--- src/design/csls_pkg.sv ---
`timescale 1ns / 1ps
// ----------------------------------------------------------------------------
// csls_pkg: shared types and constants of the source line splicer
// Character codes and the per-result tag that travels from the step logic
// to the result queue.
// ----------------------------------------------------------------------------
package csls_pkg;

  localparam logic [7:0] CH_CR  = 8'h0D;
  localparam logic [7:0] CH_LF  = 8'h0A;
  localparam logic [7:0] CH_BSL = 8'h5C;

  // character and end flag of one result
  typedef struct packed {
    logic [7:0] chr;
    logic       is_end;
  } res_tag_t;

  // what one step produces besides the counts
  typedef struct packed {
    logic     has_r0;
    logic     has_r1;
    res_tag_t r0;
    res_tag_t r1;
  } step_res_t;

  // splicer flags kept between bytes
  typedef struct packed {
    logic after_cr;
    logic held_bsl;
    logic last_nl;
  } flags_t;

endpackage

--- src/design/csls_step.sv ---
`timescale 1ns / 1ps
// ----------------------------------------------------------------------------
// csls_step: one input beat of the splicer
// Works out up to two results, their line and column, and the next flags
// and counts from the current state and one byte or end marker.
// ----------------------------------------------------------------------------
module csls_step #(
  parameter int LINE_BITS   = 24,
  parameter int COLUMN_BITS = 16
) (
  input  logic [7:0]             data_byte,
  input  logic                   end_of_input,
  input  csls_pkg::flags_t       flags,
  input  logic [LINE_BITS-1:0]   line_cnt,
  input  logic [COLUMN_BITS-1:0] col_cnt,
  output csls_pkg::step_res_t    res,
  output logic [LINE_BITS-1:0]   r0_line,
  output logic [COLUMN_BITS-1:0] r0_col,
  output logic [LINE_BITS-1:0]   r1_line,
  output logic [COLUMN_BITS-1:0] r1_col,
  output csls_pkg::flags_t       flags_nxt,
  output logic [LINE_BITS-1:0]   line_nxt,
  output logic [COLUMN_BITS-1:0] col_nxt
);

  localparam logic [LINE_BITS-1:0]   LineMax = '1;
  localparam logic [COLUMN_BITS-1:0] ColMax  = '1;
  localparam logic [LINE_BITS-1:0]   LineOne = LINE_BITS'(1);
  localparam logic [COLUMN_BITS-1:0] ColOne  = COLUMN_BITS'(1);

  logic [7:0]             canon;
  logic [7:0]             cnt_chr;
  logic [LINE_BITS-1:0]   line_inc;
  logic [COLUMN_BITS-1:0] col_inc;
  logic                   drop_lf;

  // CR turns into LF; the end marker counts as an added LF
  assign canon   = (data_byte == csls_pkg::CH_CR) ? csls_pkg::CH_LF : data_byte;
  assign cnt_chr = end_of_input ? csls_pkg::CH_LF : canon;
  assign drop_lf = flags.after_cr && (data_byte == csls_pkg::CH_LF);

  // saturating position update for the one character counted this beat
  always_comb begin
    if (cnt_chr == csls_pkg::CH_LF) begin
      line_inc = (line_cnt != LineMax) ? line_cnt + LineOne : line_cnt;
      col_inc  = ColOne;
    end else begin
      line_inc = line_cnt;
      col_inc  = (col_cnt != ColMax) ? col_cnt + ColOne : col_cnt;
    end
  end

  always_comb begin
    res       = '0;
    r0_line   = line_inc;
    r0_col    = col_inc;
    r1_line   = line_inc;
    r1_col    = col_inc;
    flags_nxt = flags;
    line_nxt  = line_cnt;
    col_nxt   = col_cnt;
    if (end_of_input) begin
      // end: splice a held backslash or add a missing LF, then restart
      flags_nxt = '0;
      line_nxt  = LineOne;
      col_nxt   = ColOne;
      if (flags.held_bsl) begin
        res.has_r0    = 1'b1;
        res.r0.is_end = 1'b1;
      end else if (!flags.last_nl) begin
        res.has_r0    = 1'b1;
        res.r0.chr    = csls_pkg::CH_LF;
        res.has_r1    = 1'b1;
        res.r1.is_end = 1'b1;
      end else begin
        res.has_r0    = 1'b1;
        res.r0.is_end = 1'b1;
        r0_line       = line_cnt;
        r0_col        = col_cnt;
      end
    end else if (drop_lf) begin
      // LF of a CR LF pair leaves no trace
      flags_nxt.after_cr = 1'b0;
    end else begin
      flags_nxt.after_cr = (data_byte == csls_pkg::CH_CR);
      flags_nxt.last_nl  = (canon == csls_pkg::CH_LF);
      line_nxt           = line_inc;
      col_nxt            = col_inc;
      if (flags.held_bsl) begin
        flags_nxt.held_bsl = 1'b0;
        if (canon != csls_pkg::CH_LF) begin
          // held backslash goes out first, with the counts it left
          res.has_r0 = 1'b1;
          res.r0.chr = csls_pkg::CH_BSL;
          r0_line    = line_cnt;
          r0_col     = col_cnt;
          if (canon == csls_pkg::CH_BSL) begin
            flags_nxt.held_bsl = 1'b1;
          end else begin
            res.has_r1 = 1'b1;
            res.r1.chr = canon;
          end
        end
      end else if (canon == csls_pkg::CH_BSL) begin
        flags_nxt.held_bsl = 1'b1;
      end else begin
        res.has_r0 = 1'b1;
        res.r0.chr = canon;
      end
    end
  end

endmodule

--- src/design/c_source_line_splicer.sv ---
`timescale 1ns / 1ps
// path: a beat waits in the input register, and its results enter the result queue and leave from its head
// throughput: one byte per cycle while no byte gives two results and out_stall is low;
//   a byte that gives two results must pass both through the single result port
// the three-entry result queue sets the pace: a beat is processed when two slots are free
// reset: synchronous, active low; clears the queue and sets line and column to one
// ----------------------------------------------------------------------------
// c_source_line_splicer: line splicing and newline canonicalization
// Input register, one step of splice logic, and a small result queue whose
// head drives the output ports.
// ----------------------------------------------------------------------------
module c_source_line_splicer #(
  parameter int LINE_BITS   = 24,
  parameter int COLUMN_BITS = 16
) (
  input  logic                   clk,
  input  logic                   rst_n,
  input  logic                   in_valid,
  output logic                   in_stall,
  input  logic [7:0]             in_data_byte,
  input  logic                   in_end_of_input,
  output logic                   out_valid,
  input  logic                   out_stall,
  output logic [7:0]             out_char_out,
  output logic                   out_is_end,
  output logic [LINE_BITS-1:0]   out_line_no,
  output logic [COLUMN_BITS-1:0] out_column_no,
  output logic                   out_last_of_run
);

  localparam int QDepth = 3;

  typedef struct packed {
    csls_pkg::res_tag_t     tag;
    logic [LINE_BITS-1:0]   line;
    logic [COLUMN_BITS-1:0] col;
    logic                   last;
  } qent_t;

  // input register
  logic                   ivld_r, ivld_nxt;
  logic [7:0]             ibyte_r;
  logic                   iend_r;
  // splicer state
  csls_pkg::flags_t       flags_r, flags_nxt;
  logic [LINE_BITS-1:0]   line_r, line_nxt;
  logic [COLUMN_BITS-1:0] col_r, col_nxt;
  // result queue, head at slot zero
  qent_t                  q_r   [QDepth];
  qent_t                  q_nxt [QDepth];
  logic [1:0]             qcnt_r, qcnt_nxt;

  csls_pkg::step_res_t    sres;
  logic [LINE_BITS-1:0]   r0_line, r1_line;
  logic [COLUMN_BITS-1:0] r0_col, r1_col;
  csls_pkg::flags_t       sflags;
  logic [LINE_BITS-1:0]   sline;
  logic [COLUMN_BITS-1:0] scol;
  logic                   proc, in_acc, pop;
  logic [1:0]             base;
  qent_t                  e0, e1;

  csls_step #(
    .LINE_BITS  (LINE_BITS),
    .COLUMN_BITS(COLUMN_BITS)
  ) u_step (
    .data_byte   (ibyte_r),
    .end_of_input(iend_r),
    .flags       (flags_r),
    .line_cnt    (line_r),
    .col_cnt     (col_r),
    .res         (sres),
    .r0_line     (r0_line),
    .r0_col      (r0_col),
    .r1_line     (r1_line),
    .r1_col      (r1_col),
    .flags_nxt   (sflags),
    .line_nxt    (sline),
    .col_nxt     (scol)
  );

  // handshake: process when the queue has room for two results
  assign proc      = ivld_r && (qcnt_r <= 2'd1);
  assign in_stall  = ivld_r && !proc;
  assign in_acc    = in_valid && !in_stall;
  assign out_valid = (qcnt_r != 2'd0);
  assign pop       = out_valid && !out_stall;
  assign ivld_nxt  = in_acc || (ivld_r && !proc);

  // entries built from this step
  assign e0 = '{tag: sres.r0, line: r0_line, col: r0_col, last: !sres.has_r1};
  assign e1 = '{tag: sres.r1, line: r1_line, col: r1_col, last: 1'b1};
  assign base = qcnt_r - {1'b0, pop};

  // queue shift on pop, then append new results
  always_comb begin
    for (int i = 0; i < QDepth; i++) begin
      if (pop && (i < QDepth - 1)) begin
        q_nxt[i] = q_r[i+1];
      end else begin
        q_nxt[i] = q_r[i];
      end
      if (proc && sres.has_r0 && (2'(i) == base)) begin
        q_nxt[i] = e0;
      end
      if (proc && sres.has_r1 && (2'(i) == base + 2'd1)) begin
        q_nxt[i] = e1;
      end
    end
    qcnt_nxt = base;
    if (proc) begin
      qcnt_nxt = base + {1'b0, sres.has_r0} + {1'b0, sres.has_r1};
    end
  end

  // splicer state advances when a beat is processed
  always_ff @(posedge clk) begin
    if (!rst_n) begin
      ivld_r  <= 1'b0;
      qcnt_r  <= 2'd0;
      flags_r <= '0;
      line_r  <= LINE_BITS'(1);
      col_r   <= COLUMN_BITS'(1);
    end else begin
      ivld_r <= ivld_nxt;
      qcnt_r <= qcnt_nxt;
      if (proc) begin
        flags_r <= sflags;
        line_r  <= sline;
        col_r   <= scol;
      end
    end
  end

  // payload registers
  always_ff @(posedge clk) begin
    if (in_acc) begin
      ibyte_r <= in_data_byte;
      iend_r  <= in_end_of_input;
    end
    for (int i = 0; i < QDepth; i++) begin
      q_r[i] <= q_nxt[i];
    end
  end

  // head of the queue drives the result beat
  assign out_char_out    = q_r[0].tag.chr;
  assign out_is_end      = q_r[0].tag.is_end;
  assign out_line_no     = q_r[0].line;
  assign out_column_no   = q_r[0].col;
  assign out_last_of_run = q_r[0].last;

endmodule

--- config.mk ---
export PLATFORM = sky130hd
export DESIGN_NAME = c_source_line_splicer
export DESIGN_NICKNAME = d
export VERILOG_FILES = /design/src/design/csls_pkg.sv /design/src/design/csls_step.sv /design/src/design/c_source_line_splicer.sv
export SDC_FILE = /design/constraint.sdc
export NUM_CORES = 1
export LEC_CHECK = 0
export BUFFER_PORTS_ARGS = -buffer_cell sky130_fd_sc_hd__buf_2
export CELL_PAD_IN_SITES_DETAIL_PLACEMENT = 1
export CELL_PAD_IN_SITES_GLOBAL_PLACEMENT = 2
export CORE_UTILIZATION = 42
export CTS_CLUSTER_SIZE = 30
export DETAILED_ROUTE_END_ITERATION = 10
export PLACE_DENSITY_LB_ADDON = 0.25
export SETUP_SLACK_MARGIN = 0.2
export SKIP_CTS_REPAIR_TIMING = 1
export SLEW_MARGIN = 20
export SYNTH_ARGS = -nofsm -noshare
export SYNTH_HDL_FRONTEND = slang
export SYNTH_SLANG_ARGS = --single-unit
--- constraint.sdc ---
create_clock -name clk -period 7.5 [get_ports clk]
set_input_delay 0.375 -clock clk [delete_from_list [all_inputs] [get_ports clk]]
set_output_delay 0.375 -clock clk [all_outputs]
set_load 0.01 [all_outputs]
==> results.txt <==
Number of antenna violations at the first check in global routing: 1
Post-DP Area: 0.01187 sq mm
CTS clk-pin slew, worst paths: 0.06 ns
Final setup viols: 0
CP endpoint kind: register
Mapped Cells: 1,257
First-pass GRT wire length: 61,690 um
Fmax: 239.2 MHz
Final Hold Viols: 0
Largest net degree at the start of global routing: 46
Die Y: 169.0 um
Vias per cell: 6.398
Worst skew pair latency: 0.54 ns
DRT Pass-1 Iters: 5
Fin crit share: 55.74%
Total power: 4134 uW
Share of cells above drive strength 1: 13.61%
Detailed Place HPWL: 25,200 um
Number of flops mapped to enable cells by yosys: 156
Slowest stage cell, crit path: nor2_1
R2R Setup Slk: 3.32 ns
Hold path endpoint: iend_r$_DFFE_PP_
Max-slew violations: 0
Vias in the first global route: 10,140
Worst path cell trace: nor4_4 -> nand4_1 -> a21oi_2 -> nor3_2 -> nor2_1 -> nand2_2 -> buf_4
# Max-Cap Violations: 0
Remaining antenna violation count after routing: 0
Min-delay src: in_end_of_input
TritonCTS clock tree: yes
Non-filler cells, final: 1,606
CP Max Fanout: 28
Critical Path RT: 7.73 ns
Most common cell in the netlist: edfxtp_1
Initial Utilization: 43.09%
Net count, final: 1,232
Leak: 0.004268 uW
Unique masters post-synth: 77
Slew HR: 28.83%
Clock Path Buffers: 3
TNS Setup: 0 ns
Clock network fraction of design power: 28.4%
Minimum clock period: 4.180 ns
Area added between synthesis and finish: 8.313%
Layout Utilization: 46.67%
Worst path max stage delay: 0.68 ns
Reg2reg start: ibyte_r[4]$_DFFE_PP_
Internal Pwr Total: 2705 uW
Power Density: 325.9 mW/mm^2
Syn Nets: 1,274
Startpoint Class: register
Setup Skew: 0.01656 ns
Hold crit path type: in2reg
Final Instance Area: 0.01268 sq mm
WHS Path Cells: 1
Post-synth top area share: 40.00%
CTS Sinks: 205
Row Count: 60
RePlAce Congestion: 0.8559
Worst Tran Pin Value: 1.065 ns
Register area share after synthesis: 48.38%
N_diodes: 0
RSZ-0062 raised after global routing: false
Core area: 0.02718 sq mm
Psw: 1429 uW
CP Class: reg2reg
Yosys warning total: 0
WP data arrival: 4.41 ns
H-tree Lvls: 1
Peak VDD IR: 0.1568 mV
DR WL/cell: 25.07 um
Ys async rst share: 0%
Sw Ratio: 34.57%
Routed WL: 40,270 um
Status: finished clean
PortBufs: 64
Drt initial violations: 804
Total grt overflow: 0
R2r endpoint: q_r[0][59]$_DFFE_PP_
Die W: 169.0 um
Die area: 0.02855 sq mm
Most used flip-flop cell after synthesis: edfxtp_1
FF-to-FF path depth: 7
Mean Syn Cell Area: 9.316 sq um
Logic pwr share: 29.0%
Cell accounting for the most synthesized area: edfxtp_1
Root buffer cell: clkbuf_16
DR vias: 10,280
GRT Util Overall: 28.39%
Cts bufs inserted: 26
# IOs: 65
Mapped Area: 0.01171 sq mm
DRC errors left: 0
Sequential share of power: 42.6%
Yosys reg bits: 205
Area contributors post-synth: edfxtp_1, dfxtp_1, a21oi_1, o21ai_0, nand2_1
Total placed cells including tap cells: 1,558
Post-synth top cells: edfxtp_1, a21oi_1, nand2_1
## logic make-up (layout without fill, tap and decap cells)
family	after synthesis	after routing	share of synthesized area, %
DFF	205	205	48.38
and+or+nand+nor	431	431	18.65
xor gates and xnor gates	13	13	0.9723
buffers and inverters	169	146	7.405
adders and majority gates	4	4	0.4915
muxes	8	8	0.7052
AOI/OAI and AO/OA	427	427	23.40
## power groups by stage
| stage | registers, uW | clock network, uW | logic, uW |
|---|---|---|---|
| after CTS | 1760 | 1200 | 1190 |
| after detailed placement | 1780 | 0 | 1190 |
| after global routing | 1790 | 1230 | 1300 |
| final | 1760 | 1170 | 1200 |
| after floorplan | 1750 | 0 | 892 |
| after global placement | 1780 | 0 | 1150 |
## sequential cells by signal, summed over array words and instances (netlist names)
name     count
q_r        150
line_r      24
ibyte_r      8
ivld_r       1
flags_r      3
iend_r       1
qcnt_r       2
col_r       16
## cell usage in the layout, fill, tap and decap left out, types with 7 or more instances in the layout
master	netlist	final
a22o_1	7	7
nor3_1	41	38
buf_4	50	19
and2_1	14	14
o21a_1	10	10
o211ai_1	7	7
xnor2_1	7	7
nor2_1	104	101
inv_1	14	13
or3_1	13	13
dfxtp_1	49	49
clkbuf_1	70	11
nand2_1	116	114
buf_2	30	64
a211oi_1	29	29
o211a_1	9	9
a32oi_1	8	8
o22ai_1	37	37
a21oi_1	120	120
o21ai_0	100	98
nand3_1	46	46
nand2b_1	8	8
and3_1	28	28
a31oi_1	22	22
o2bb2ai_1	10	10
a311oi_1	15	15
nand4_1	18	18
edfxtp_1	156	156
clkbuf_16	0	26
## final cells by class
cell class                      count  area, sq um
Clock inverter                      7        48.80
Fill cell                        3125        14490
Inverter                           15        56.30
Timing Repair Buffer               84        490.5
Tap cell                          372        465.4
Multi-Input combinational cell    883         5224
Sequential cell                   205         5665
Clock buffer                       40        733.2
## worst max-delay path by stage
stage	from	to	depth (start not counted)	slack (ns)
after floorplan	qcnt_r[1]$_SDFF_PN0_	q_r[0][10]$_DFFE_PP_	9	3.63
after global placement	ibyte_r[4]$_DFFE_PP_	q_r[0][89]$_DFFE_PP_	7	3.31
after detailed placement	ibyte_r[4]$_DFFE_PP_	q_r[0][87]$_DFFE_PP_	7	3.30
after CTS	ibyte_r[4]$_DFFE_PP_	q_r[0][86]$_DFFE_PP_	7	3.28
after global routing	ibyte_r[4]$_DFFE_PP_	q_r[0][89]$_DFFE_PP_	7	3.10
final	ibyte_r[4]$_DFFE_PP_	q_r[0][59]$_DFFE_PP_	7	3.32
## critical path: cells and delay by family (launching register included)
| kind | cells | cell delay, ns |
|---|---|---|
| AO/OA/AOI/OAI | 1 | 0.47 |
| buffers and inverters | 1 | 0.50 |
| flip-flops | 1 | 0.54 |
| AND/OR/NAND/NOR | 5 | 2.34 |
## metal layers
metal / GRT usage (%) / up-vias / routed length [um] / part of all wire [%]
met5: 0 / - / 0 / 0
met4: 8.735 / 0 / 1062 / 2.6
met2: 44.30 / 416 / 18030 / 45
met1: 40.93 / 5182 / 18420 / 46
met3: 3.671 / 65 / 2749 / 6.8
li1: - / 4612 / - / -
## through the flow
stage | hold WS, ns | setup slack (ns)
floorplan | 0.4532 | 3.630
global route | 0.0009945 | 3.097
CTS | -0.009107 | 3.279
global placement | 0.4788 | 3.308
detailed placement | 0.4926 | 3.296
finish | 0.01107 | 3.320
Power figures use the tool's default switching activity.
